$ cat src/rtl/core/can_bts_pkg.sv
`timescale 1ns / 1ps

package can_bts_pkg;

  // Field widths
  localparam int unsigned CLK_W   = 30;
  localparam int unsigned RATE_W  = 24;
  localparam int unsigned SP_W    = 10;
  localparam int unsigned PRE_W   = 11;
  localparam int unsigned SEG1_W  = 9;
  localparam int unsigned SEG2_W  = 8;
  localparam int unsigned SJW_W   = 8;
  localparam int unsigned DIV_W   = 30;
  localparam int unsigned CFG_IDX_W = 3;

  // Register indexes
  localparam logic [CFG_IDX_W-1:0] REG_CLOCK_FREQ  = 3'd0;
  localparam logic [CFG_IDX_W-1:0] REG_PRESC_LIMIT = 3'd1;
  localparam logic [CFG_IDX_W-1:0] REG_SEG1_LIMIT  = 3'd2;
  localparam logic [CFG_IDX_W-1:0] REG_SEG2_LIMIT  = 3'd3;
  localparam logic [CFG_IDX_W-1:0] REG_SJW_LIMIT   = 3'd4;

  // Register reset values
  localparam logic [CLK_W-1:0]  CLOCK_FREQ_RST  = 30'd48000000;
  localparam logic [PRE_W-1:0]  PRESC_LIMIT_RST = 11'd1024;
  localparam logic [SEG1_W-1:0] SEG1_LIMIT_RST  = 9'd16;
  localparam logic [SEG2_W-1:0] SEG2_LIMIT_RST  = 8'd8;
  localparam logic [SJW_W-1:0]  SJW_LIMIT_RST   = 8'd4;

  // Arithmetic constants
  localparam logic [SP_W-1:0]  SP_MIN        = 10'd500;
  localparam logic [SP_W-1:0]  SP_MAX        = 10'd950;
  localparam logic [SP_W-1:0]  PERMILLE      = 10'd1000;
  localparam logic [19:0]      HALF_PERMILLE = 20'd500;
  localparam logic [DIV_W-1:0] MIN_QUANTA    = 30'd4;
  // No timing with this many quanta or more fits the segment registers
  localparam logic [DIV_W-1:0] QUANTA_CAP    = 30'd1024;
  // x / 1000 as (x * SEG_RECIP) >> SEG_SHIFT, exact for x below 2^22
  localparam logic [19:0]      SEG_RECIP     = 20'd536871;
  localparam int unsigned      SEG_SHIFT     = 29;

  // Divider operand select
  localparam logic [1:0] DIV_SEL_CLK = 2'd0;
  localparam logic [1:0] DIV_SEL_ASP = 2'd2;

  typedef struct packed {
    logic       load_item;
    logic       step;
    logic       div_start;
    logic [1:0] div_sel;
    logic       load_total;
    logic       load_prod;
    logic       load_s2;
    logic       push;
    logic       push_found;
  } cmd_t;

  typedef struct packed {
    logic reject;
    logic p_over;
    logic denom_over;
    logic div_busy;
    logic exact;
    logic tot_small;
    logic tot_big;
    logic seg_bad;
    logic out_full;
  } status_t;

endpackage

$ cat src/rtl/core/can_bts_div.sv
`timescale 1ns / 1ps

module can_bts_div (
  input  logic                            clk_i,
  input  logic                            rst_ni,
  input  logic                            start_i,
  input  logic [can_bts_pkg::DIV_W-1:0]   dividend_i,
  input  logic [can_bts_pkg::DIV_W-1:0]   divisor_i,
  output logic                            busy_o,
  output logic [can_bts_pkg::DIV_W-1:0]   quotient_o,
  output logic [can_bts_pkg::DIV_W-1:0]   remainder_o
);

  localparam int unsigned W     = can_bts_pkg::DIV_W;
  localparam int unsigned CNT_W = $clog2(W);
  localparam logic [CNT_W-1:0] LAST = CNT_W'(W - 1);

  logic [W-1:0]     quo_q, rem_q, dvs_q;
  logic [CNT_W-1:0] cnt_q;
  logic             busy_q;
  logic [W:0]       trial;
  logic [W+1:0]     diff;

  // One restoring step: shift in the next dividend bit and try a subtract
  assign trial = {rem_q, quo_q[W-1]};
  assign diff  = {1'b0, trial} - {2'b00, dvs_q};

  // Control: busy for one cycle per quotient bit
  always_ff @(posedge clk_i or negedge rst_ni) begin
    if (!rst_ni) begin
      busy_q <= 1'b0;
      cnt_q  <= '0;
    end else if (start_i) begin
      busy_q <= 1'b1;
      cnt_q  <= '0;
    end else if (busy_q) begin
      cnt_q <= cnt_q + CNT_W'(1);
      if (cnt_q == LAST) begin
        busy_q <= 1'b0;
      end
    end
  end

  // Datapath: quotient bits shift in from the right as dividend bits leave
  always_ff @(posedge clk_i) begin
    if (start_i) begin
      quo_q <= dividend_i;
      rem_q <= '0;
      dvs_q <= divisor_i;
    end else if (busy_q) begin
      if (!diff[W+1]) begin
        rem_q <= diff[W-1:0];
        quo_q <= {quo_q[W-2:0], 1'b1};
      end else begin
        rem_q <= trial[W-1:0];
        quo_q <= {quo_q[W-2:0], 1'b0};
      end
    end
  end

  assign busy_o      = busy_q;
  assign quotient_o  = quo_q;
  assign remainder_o = rem_q;

endmodule

$ cat src/rtl/core/can_bts_datapath.sv
`timescale 1ns / 1ps

module can_bts_datapath (
  input  logic                                 clk_i,
  input  logic                                 rst_ni,
  input  logic                                 cfg_we_i,
  input  logic [can_bts_pkg::CFG_IDX_W-1:0]    cfg_index_i,
  input  logic [can_bts_pkg::CLK_W-1:0]        cfg_data_i,
  input  logic [can_bts_pkg::RATE_W-1:0]       bit_rate_i,
  input  logic [can_bts_pkg::SP_W-1:0]         wanted_sp_i,
  input  can_bts_pkg::cmd_t                    cmd_i,
  output can_bts_pkg::status_t                 status_o,
  input  logic                                 out_ready_i,
  output logic                                 out_valid_o,
  output logic                                 out_found_o,
  output logic [can_bts_pkg::PRE_W-1:0]        out_prescaler_o,
  output logic [can_bts_pkg::SEG1_W-1:0]       out_seg1_o,
  output logic [can_bts_pkg::SEG2_W-1:0]       out_seg2_o,
  output logic [can_bts_pkg::SJW_W-1:0]        out_jump_width_o,
  output logic [can_bts_pkg::SP_W-1:0]         out_sample_point_o
);

  localparam int unsigned DW = can_bts_pkg::DIV_W;

  // Configuration registers
  logic [can_bts_pkg::CLK_W-1:0]  clock_freq_q;
  logic [can_bts_pkg::PRE_W-1:0]  presc_limit_q;
  logic [can_bts_pkg::SEG1_W-1:0] seg1_limit_q;
  logic [can_bts_pkg::SEG2_W-1:0] seg2_limit_q;
  logic [can_bts_pkg::SJW_W-1:0]  sjw_limit_q;

  // Search state
  logic [can_bts_pkg::RATE_W-1:0] rate_q;
  logic [can_bts_pkg::SP_W-1:0]   sp_q;
  logic [11:0]                    p_q;
  logic [35:0]                    denom_q;
  logic [9:0]                     total_q;
  logic [19:0]                    prod_q;
  logic [9:0]                     s2_q;

  logic            out_valid_q;
  logic            out_found_q;
  logic [can_bts_pkg::PRE_W-1:0]  out_p_q;
  logic [can_bts_pkg::SEG1_W-1:0] out_s1_q;
  logic [can_bts_pkg::SEG2_W-1:0] out_s2_q;
  logic [can_bts_pkg::SJW_W-1:0]  out_sjw_q;
  logic [can_bts_pkg::SP_W-1:0]   out_sp_q;

  logic [DW-1:0] div_a, div_b, quo, rem;
  logic          div_busy;
  logic [9:0]    s1;
  logic [19:0]   asp_num;
  logic [19:0]   prod_d;
  logic [39:0]   s2_prod;
  logic [9:0]    s2_quo;
  logic [7:0]    sjw;

  // Write configuration registers
  always_ff @(posedge clk_i or negedge rst_ni) begin
    if (!rst_ni) begin
      clock_freq_q  <= can_bts_pkg::CLOCK_FREQ_RST;
      presc_limit_q <= can_bts_pkg::PRESC_LIMIT_RST;
      seg1_limit_q  <= can_bts_pkg::SEG1_LIMIT_RST;
      seg2_limit_q  <= can_bts_pkg::SEG2_LIMIT_RST;
      sjw_limit_q   <= can_bts_pkg::SJW_LIMIT_RST;
    end else if (cfg_we_i) begin
      case (cfg_index_i)
        can_bts_pkg::REG_CLOCK_FREQ:  clock_freq_q  <= cfg_data_i;
        can_bts_pkg::REG_PRESC_LIMIT: presc_limit_q <= cfg_data_i[can_bts_pkg::PRE_W-1:0];
        can_bts_pkg::REG_SEG1_LIMIT:  seg1_limit_q  <= cfg_data_i[can_bts_pkg::SEG1_W-1:0];
        can_bts_pkg::REG_SEG2_LIMIT:  seg2_limit_q  <= cfg_data_i[can_bts_pkg::SEG2_W-1:0];
        can_bts_pkg::REG_SJW_LIMIT:   sjw_limit_q   <= cfg_data_i[can_bts_pkg::SJW_W-1:0];
        default: ;
      endcase
    end
  end

  // Derived candidate values
  assign s1      = total_q - 10'd1 - s2_q;
  assign asp_num = {10'd0, can_bts_pkg::PERMILLE} * ({10'd0, s1} + 20'd1);
  assign prod_d  = {10'd0, total_q} * {10'd0, can_bts_pkg::PERMILLE - sp_q}
                   + can_bts_pkg::HALF_PERMILLE;
  assign sjw     = (s2_q < {2'b00, sjw_limit_q}) ? s2_q[7:0] : sjw_limit_q;

  // Divide the rounded product by 1000 with a reciprocal multiply
  assign s2_prod = {20'd0, prod_q} * {20'd0, can_bts_pkg::SEG_RECIP};
  assign s2_quo  = s2_prod[can_bts_pkg::SEG_SHIFT +: 10];

  // Select divider operands
  always_comb begin
    case (cmd_i.div_sel)
      can_bts_pkg::DIV_SEL_CLK: begin
        div_a = clock_freq_q;
        div_b = denom_q[DW-1:0];
      end
      can_bts_pkg::DIV_SEL_ASP: begin
        div_a = {10'd0, asp_num};
        div_b = {20'd0, total_q};
      end
      default: begin
        div_a = clock_freq_q;
        div_b = denom_q[DW-1:0];
      end
    endcase
  end

  can_bts_div u_div (
    .clk_i       (clk_i),
    .rst_ni      (rst_ni),
    .start_i     (cmd_i.div_start),
    .dividend_i  (div_a),
    .divisor_i   (div_b),
    .busy_o      (div_busy),
    .quotient_o  (quo),
    .remainder_o (rem)
  );

  // Hold the item and advance the prescaler search
  always_ff @(posedge clk_i) begin
    if (cmd_i.load_item) begin
      rate_q  <= bit_rate_i;
      sp_q    <= wanted_sp_i;
      p_q     <= 12'd1;
      denom_q <= {12'd0, bit_rate_i};
    end else if (cmd_i.step) begin
      p_q     <= p_q + 12'd1;
      denom_q <= denom_q + {12'd0, rate_q};
    end
    if (cmd_i.load_total) begin
      total_q <= quo[9:0];
    end
    if (cmd_i.load_prod) begin
      prod_q <= prod_d;
    end
    if (cmd_i.load_s2) begin
      s2_q <= (s2_quo == '0) ? 10'd1 : s2_quo;
    end
  end

  // Status back to the controller
  always_comb begin
    status_o.reject     = (rate_q == '0)
                       || (clock_freq_q < {6'd0, rate_q})
                       || (sp_q < can_bts_pkg::SP_MIN)
                       || (sp_q > can_bts_pkg::SP_MAX);
    status_o.p_over     = p_q > {1'b0, presc_limit_q};
    status_o.denom_over = denom_q > {6'd0, clock_freq_q};
    status_o.div_busy   = div_busy;
    status_o.exact      = rem == '0;
    status_o.tot_small  = quo < can_bts_pkg::MIN_QUANTA;
    status_o.tot_big    = quo >= can_bts_pkg::QUANTA_CAP;
    status_o.seg_bad    = ({1'b0, total_q} < ({1'b0, s2_q} + 11'd2))
                       || (s1 > {1'b0, seg1_limit_q})
                       || (s2_q > {2'b00, seg2_limit_q});
    status_o.out_full   = out_valid_q && !out_ready_i;
  end

  // Output register: a new result loads once the previous beat is gone
  always_ff @(posedge clk_i or negedge rst_ni) begin
    if (!rst_ni) begin
      out_valid_q <= 1'b0;
    end else if (cmd_i.push) begin
      out_valid_q <= 1'b1;
    end else if (out_ready_i) begin
      out_valid_q <= 1'b0;
    end
  end

  always_ff @(posedge clk_i) begin
    if (cmd_i.push) begin
      out_found_q <= cmd_i.push_found;
      if (cmd_i.push_found) begin
        out_p_q   <= p_q[can_bts_pkg::PRE_W-1:0];
        out_s1_q  <= s1[can_bts_pkg::SEG1_W-1:0];
        out_s2_q  <= s2_q[can_bts_pkg::SEG2_W-1:0];
        out_sjw_q <= sjw;
        out_sp_q  <= quo[can_bts_pkg::SP_W-1:0];
      end else begin
        out_p_q   <= '0;
        out_s1_q  <= '0;
        out_s2_q  <= '0;
        out_sjw_q <= '0;
        out_sp_q  <= '0;
      end
    end
  end

  assign out_valid_o        = out_valid_q;
  assign out_found_o        = out_found_q;
  assign out_prescaler_o    = out_p_q;
  assign out_seg1_o         = out_s1_q;
  assign out_seg2_o         = out_s2_q;
  assign out_jump_width_o   = out_sjw_q;
  assign out_sample_point_o = out_sp_q;

endmodule

$ cat src/rtl/core/can_bts_ctrl.sv
`timescale 1ns / 1ps

module can_bts_ctrl (
  input  logic                  clk_i,
  input  logic                  rst_ni,
  input  logic                  in_valid_i,
  output logic                  in_ready_o,
  input  can_bts_pkg::status_t  status_i,
  output can_bts_pkg::cmd_t     cmd_o
);

  localparam logic [3:0] S_IDLE     = 4'd0;
  localparam logic [3:0] S_SCREEN   = 4'd1;
  localparam logic [3:0] S_TRIAL    = 4'd2;
  localparam logic [3:0] S_DIV_CLK  = 4'd3;
  localparam logic [3:0] S_MUL      = 4'd4;
  localparam logic [3:0] S_SEG      = 4'd5;
  localparam logic [3:0] S_CHECK    = 4'd7;
  localparam logic [3:0] S_DIV_ASP  = 4'd8;
  localparam logic [3:0] S_NEXT     = 4'd9;
  localparam logic [3:0] S_OUT_OK   = 4'd10;
  localparam logic [3:0] S_OUT_FAIL = 4'd11;

  logic [3:0] state_q, state_d;

  always_ff @(posedge clk_i or negedge rst_ni) begin
    if (!rst_ni) begin
      state_q <= S_IDLE;
    end else begin
      state_q <= state_d;
    end
  end

  assign in_ready_o = (state_q == S_IDLE);

  // Sequence one prescaler trial after another
  always_comb begin
    state_d = state_q;
    cmd_o   = '0;
    case (state_q)
      S_IDLE: begin
        if (in_valid_i) begin
          cmd_o.load_item = 1'b1;
          state_d         = S_SCREEN;
        end
      end
      S_SCREEN: begin
        state_d = status_i.reject ? S_OUT_FAIL : S_TRIAL;
      end
      S_TRIAL: begin
        if (status_i.p_over || status_i.denom_over) begin
          state_d = S_OUT_FAIL;
        end else begin
          cmd_o.div_start = 1'b1;
          cmd_o.div_sel   = can_bts_pkg::DIV_SEL_CLK;
          state_d         = S_DIV_CLK;
        end
      end
      S_DIV_CLK: begin
        if (!status_i.div_busy) begin
          if (!status_i.exact || status_i.tot_big) begin
            state_d = S_NEXT;
          end else if (status_i.tot_small) begin
            state_d = S_OUT_FAIL;
          end else begin
            cmd_o.load_total = 1'b1;
            state_d          = S_MUL;
          end
        end
      end
      S_MUL: begin
        cmd_o.load_prod = 1'b1;
        state_d         = S_SEG;
      end
      S_SEG: begin
        cmd_o.load_s2 = 1'b1;
        state_d       = S_CHECK;
      end
      S_CHECK: begin
        if (status_i.seg_bad) begin
          state_d = S_NEXT;
        end else begin
          cmd_o.div_start = 1'b1;
          cmd_o.div_sel   = can_bts_pkg::DIV_SEL_ASP;
          state_d         = S_DIV_ASP;
        end
      end
      S_DIV_ASP: begin
        if (!status_i.div_busy) begin
          state_d = S_OUT_OK;
        end
      end
      S_NEXT: begin
        cmd_o.step = 1'b1;
        state_d    = S_TRIAL;
      end
      S_OUT_OK: begin
        if (!status_i.out_full) begin
          cmd_o.push       = 1'b1;
          cmd_o.push_found = 1'b1;
          state_d          = S_IDLE;
        end
      end
      S_OUT_FAIL: begin
        if (!status_i.out_full) begin
          cmd_o.push = 1'b1;
          state_d    = S_IDLE;
        end
      end
      default: begin
        state_d = S_IDLE;
      end
    endcase
  end

endmodule

$ cat src/rtl/core/can_bit_timing_solver_top.sv
`timescale 1ns / 1ps
// CAN bit timing solver.
// Slave stream: one beat carries a requested bitrate and sample point; the
// block answers each beat with exactly one master beat holding the found
// flag (tuser) and the prescaler, segments, jump width and sample point.
// Configuration channel: cfg_index_i selects clock_freq, prescaler_limit,
// seg1_limit, seg2_limit or jump_width_limit; it is always ready. The user
// must write it only while no request is in flight; the block itself does
// not enforce this. The block walks prescalers 1, 2, ... and runs a
// restoring divide (clock / (prescaler * bitrate)) per trial. An exact
// candidate then gets its segment split, and the one that fits gets a sample
// point divide; a rejected request is answered from the screening state
// without any divide. Throughput is one request at a time.
// The result sits in an output register, so the next request is taken as
// soon as the result is loaded, even while the receiver stalls; a second
// result then waits until that beat is taken.
// Reset clears the state machine, the output valid and restores the
// configuration registers to 48 MHz, 1024, 16, 8 and 4.

module can_bit_timing_solver_top (
  input  logic        clk_i,
  input  logic        rst_ni,
  // Configuration write channel
  input  logic        cfg_valid_i,
  output logic        cfg_ready_o,
  input  logic [2:0]  cfg_index_i,
  input  logic [29:0] cfg_data_i,
  // Request stream
  input  logic        s_axis_tvalid_i,
  output logic        s_axis_tready_o,
  input  logic [39:0] s_axis_tdata_i,  // bit_rate[23:0], wanted_sample_point[33:24]
  // Result stream
  output logic        m_axis_tvalid_o,
  input  logic        m_axis_tready_i,
  output logic [47:0] m_axis_tdata_o,  // prescaler[10:0], seg1[19:11], seg2[27:20],
                                       // jump_width[35:28], achieved_sample_point[45:36]
  output logic        m_axis_tuser_o   // found[0]
);

  can_bts_pkg::cmd_t    cmd;
  can_bts_pkg::status_t status;

  logic [10:0] prescaler;
  logic [8:0]  seg1;
  logic [7:0]  seg2;
  logic [7:0]  jump_width;
  logic [9:0]  sample_point;

  assign cfg_ready_o = 1'b1;

  can_bts_ctrl u_ctrl (
    .clk_i      (clk_i),
    .rst_ni     (rst_ni),
    .in_valid_i (s_axis_tvalid_i),
    .in_ready_o (s_axis_tready_o),
    .status_i   (status),
    .cmd_o      (cmd)
  );

  can_bts_datapath u_dp (
    .clk_i              (clk_i),
    .rst_ni             (rst_ni),
    .cfg_we_i           (cfg_valid_i),
    .cfg_index_i        (cfg_index_i),
    .cfg_data_i         (cfg_data_i),
    .bit_rate_i         (s_axis_tdata_i[23:0]),
    .wanted_sp_i        (s_axis_tdata_i[33:24]),
    .cmd_i              (cmd),
    .status_o           (status),
    .out_ready_i        (m_axis_tready_i),
    .out_valid_o        (m_axis_tvalid_o),
    .out_found_o        (m_axis_tuser_o),
    .out_prescaler_o    (prescaler),
    .out_seg1_o         (seg1),
    .out_seg2_o         (seg2),
    .out_jump_width_o   (jump_width),
    .out_sample_point_o (sample_point)
  );

  // Pack the result beat
  assign m_axis_tdata_o = {2'b00, sample_point, jump_width, seg2, seg1, prescaler};

`ifndef ASSERT_OFF
  // A taken request keeps the solver busy for at least the next cycle
  assert property (@(posedge clk_i) disable iff (!rst_ni)
    (s_axis_tvalid_i && s_axis_tready_o) |=> !s_axis_tready_o)
    else $error("request taken while a search was starting");

  // A not-found beat carries all-zero fields
  assert property (@(posedge clk_i) disable iff (!rst_ni)
    (m_axis_tvalid_o && !m_axis_tuser_o) |-> (m_axis_tdata_o == 48'd0))
    else $error("not-found result with nonzero fields");

  // A found beat has a real prescaler and a sample point within the bit
  assert property (@(posedge clk_i) disable iff (!rst_ni)
    (m_axis_tvalid_o && m_axis_tuser_o) |->
      ((m_axis_tdata_o[10:0] != 11'd0) && (m_axis_tdata_o[45:36] <= 10'd1000)))
    else $error("found result with bad prescaler or sample point");

  // Jump width never exceeds phase segment 2
  assert property (@(posedge clk_i) disable iff (!rst_ni)
    (m_axis_tvalid_o && m_axis_tuser_o) |->
      (m_axis_tdata_o[35:28] <= m_axis_tdata_o[27:20]))
    else $error("jump width above phase segment 2");
`endif

endmodule

$ cat config.mk
export PLATFORM = sky130hd
export DESIGN_NAME = can_bit_timing_solver_top
export DESIGN_NICKNAME = d
export VERILOG_FILES = /design/src/rtl/core/can_bts_pkg.sv /design/src/rtl/core/can_bts_div.sv /design/src/rtl/core/can_bts_datapath.sv /design/src/rtl/core/can_bts_ctrl.sv /design/src/rtl/core/can_bit_timing_solver_top.sv
export SDC_FILE = /design/constraint.sdc
export NUM_CORES = 1
export LEC_CHECK = 0
export BUFFER_PORTS_ARGS = -buffer_cell sky130_fd_sc_hd__buf_2
export CAP_MARGIN = 20
export CORE_ASPECT_RATIO = 1.5
export CORE_MARGIN = 2
export CORE_UTILIZATION = 50
export DETAILED_ROUTE_END_ITERATION = 16
export PLACE_DENSITY = 0.78
export SYNTH_ARGS = -nofsm -noshare
export SYNTH_HDL_FRONTEND = slang
export SYNTH_HIERARCHICAL = 1
export SYNTH_SLANG_ARGS = --single-unit
$ cat constraint.sdc
create_clock -name clk_i -period 11.2 [get_ports clk_i]
set_clock_uncertainty 0.05 [all_clocks]
set_input_delay 0 -clock clk_i [delete_from_list [all_inputs] [get_ports clk_i]]
set_output_delay 0 -clock clk_i [all_outputs]
set_load 0.01 [all_outputs]
==> impl_metrics.yaml <==
status:
  outcome: "complete, no violations"
cells_and_area:
  drive_above_1_share: 0.1045
  area_delta_synth_final_pct: 11.03
  nFillCells: 5043
  layout.cells.non_filler: 4030
  num-nets-final: 3912
global_route:
  grt_pass1_wl_um: 120700
  grt_max_degree: 84
  grt_pass1_vias: 23880
  globalRoute.totalOverflow: 0
  track_usage: 0.2421
  antenna_found_initial: 1
yosys:
  synthTopCellsByArea: "edfxtp_1 (20%), ha_1 (18%), fa_1 (13%)"
  syn_area_mm2: 0.03012
  yosysTopAreaCellShare: 0.2044
  synth_edf_count: 205
  synthTopCellsByCount: "inv_1 (481), ha_1 (425), nand2_1 (245)"
  synth_ff_type: "edfxtp_1"
  yosysUniqueCellTypes: 99
  syn_inst: 3045
  ys_ff_latch: 336
  yosysTopAreaCell: "edfxtp_1"
  syn_avg_cell_area_um2: 9.891
  yosysWarnings: 6
  synth_seq_area_share: 0.3048
  async_flop_share: 0.2292
  yosysMostFrequentCell: "inv_1"
worst_setup_path:
  cp-start-kind: "flop"
  endpoint_kind: "flop"
  cpLargestDelayFamily: "adder cells"
  worstSetupPathType: "flop to flop"
  r2r_setup_slack_ns: 3.87
  crit_arrival_ns: 7.64
  regToRegStartpoint: "u_dp/total_q[1]"
  cp.required_ns: 11.50
  r2r_cells: 25
  path_buf_inv: 4
  cp_slowest_stage_delay_ns: 0.65
  reg2reg_to: "u_dp/u_div/quotient_o[19]"
  path_max_fanout: 12
  slowest_stage: "edfxtp_1"
hold_path:
  min_from: "s_axis_tdata_i[33]"
  worstHoldEndpoint: "u_dp/sp_q[9]"
  hp-class: "input pin to flop"
  hold_depth: 2
floorplan:
  dieHeight_um: 304.6
  core_area_mm2: 0.05973
  fp-row-count: 110
  start_util: 0.5042
  die_area_mm2: 0.06225
  chipWidth_um: 204.4
  io_pins: 130
sta:
  min_period_ns: 7.335
  hold_viol: 0
  rsz0062_at_grt: "false"
  slew_headroom: 0.2422
  finalSetupTns_ns: 0
  period_share: 0.6549
  worst_pin_slew_ns: 1.132
  setup_viol: 0
  drv_slew: 0
  fmax_mhz: 136.3
pwr:
  vdd_ir_drop_max_v: 0.0002535
  leakage_uw: 0.01574
  pwr_density_cell_mw_per_mm2: 242.7
placed_design:
  port_buffers: 120
  dp.cells: 3888
  gp_congestion: 0.9350
  dp_hpwl_um: 58200
clocking:
  clk_pin_slew_worst_paths_ns: 0.08
  cts.sinks: 336
  htreeDepth: 1
  cts-root-buf: "clkbuf_16"
  clock_latency_ns: 0.60
  cts_tree: "done"
  cts_buffers: 31
  postCtsSetupBuffers: 0
  clk_path_buf_depth: 3
flow_run:
  drv_cap: 0
routing:
  first_iter_violations: 1297
  dr_total_vias: 22990
  wire_per_inst_um: 18.60
  drc_errors: 0
  drt_first_pass_iters: 8
  drt_wl_total_um: 74980
  via_per_inst: 5.706
  antenna_left: 0
-- kinds of logic after synthesis --
group | count (synthesis) | synth area share
buffers and inverters | 569 | 0.07332
AND/OR/NAND/NOR | 763 | 0.1280
flip-flops | 336 | 0.3048
AO/OA/AOI/OAI | 557 | 0.1267
adder cells (fa/ha/maj) | 614 | 0.3022
multiplexers | 73 | 0.02680
other | 3 | 0.0003739
XOR/XNOR | 130 | 0.03780
-- where the power goes --
part	internal [µW]	switching, µW
clock	612	512
sequential	1930	332
combinational	2120	2610
-- area by class of cell --
type / instances / area (µm²) / area share
clock inverter: 22 / 226.5 / 0.006772
multi-input combinational: 2141 / 18790 / 0.5618
tap: 784 / 980.9 / 0.02933
antenna: 1 / 2.502 / 0.00007483
timing repair buffer: 228 / 1617 / 0.04834
sequential: 336 / 9183 / 0.2746
clock buffer: 36 / 834.6 / 0.02496
inverter: 482 / 1809 / 0.05410
-- sequential cells by signal, summed over array words and instances (netlist names), 11 cells and up --
name,flops
u_dp/denom_q,36
u_dp/clock_freq_q,30
u_dp/u_div/dvs_q,30
u_dp/u_div/quotient_o,30
u_dp/u_div/remainder_o,30
u_dp/rate_q,24
u_dp/prod_q,20
u_dp/p_q,12
u_dp/out_prescaler_o,11
u_dp/presc_limit_q,11
-- per-layer routing --
layer,up-vias,part of all wire,global-route usage
met4,0,0.072,0.1550
met5,-,0,0
met3,296,0.046,0.02299
met1,11090,0.36,0.2646
li1,10820,-,-
met2,793,0.52,0.4430
-- through the flow --
stage / hold slack, ns / cell area [µm²] / power [µW] / setup slack, ns / util
final: 0.05859 / 33440 / 8115 / 3.865 / 0.5598
after CTS: 0.04486 / 33430 / 8101 / 3.906 / 0.5597
after global placement: -0.1279 / 31550 / 6780 / 3.981 / 0.5282
after detailed placement: -0.1327 / 31550 / 6914 / 3.935 / 0.5282
after floorplan: -0.3456 / 30120 / 5864 / 4.794 / -
after global routing: 0.06784 / 33440 / 8811 / 3.476 / 0.5598
-- worst max path at each step --
stage | start | end | slack, ns | depth (start not counted)
finish | u_dp/total_q[1] | u_dp/u_div/quotient_o[19] | 3.87 | 25
global placement | u_dp/s2_q[1] | u_dp/u_div/quotient_o[19] | 3.98 | 25
CTS | u_dp/s2_q[1] | u_dp/u_div/quotient_o[19] | 3.91 | 25
detailed placement | u_dp/total_q[1] | u_dp/u_div/quotient_o[19] | 3.94 | 25
floorplan | u_dp/sp_q[0] | u_dp/prod_q[19] | 4.79 | 24
global route | u_dp/total_q[1] | u_dp/u_div/quotient_o[19] | 3.48 | 23
-- worst reg2reg max path: cells and delay by family (launching register included) --
family / cells / cell delay [ns]
AOI/OAI and AO/OA: 8 / 1.19
xor gates and xnor gates: 3 / 1.22
adders and majority gates: 6 / 2.66
buffers and inverters: 4 / 0.46
DFF: 1 / 0.65
muxes: 1 / 0.28
and+or+nand+nor: 3 / 0.58
-- placed cells by master, fill, tap and decap left out, types with 61 or more instances in the layout --
| master | synthesis | routed |
|---|---|---|
| inv_1 | 481 | 481 |
| ha_1 | 425 | 425 |
| nand2_1 | 245 | 245 |
| edfxtp_1 | 205 | 205 |
| fa_1 | 189 | 189 |
| o21ai_0 | 139 | 139 |
| buf_2 | 8 | 120 |
| and2_1 | 115 | 114 |
| nor2_1 | 113 | 113 |
| a21oi_1 | 103 | 103 |
| dlygate4sd3_1 | 0 | 82 |
| a21o_1 | 75 | 75 |
| xnor2_1 | 73 | 73 |
| dfrtp_1 | 63 | 62 |
| mux2_2 | 61 | 61 |
-- what timing repair did --
action                    4_1_cts  5_1_grt
hold endpoints to repair      210        0
hold buffers                   82        0
resized for setup               0        0
(Power assumes the default switching activity.)
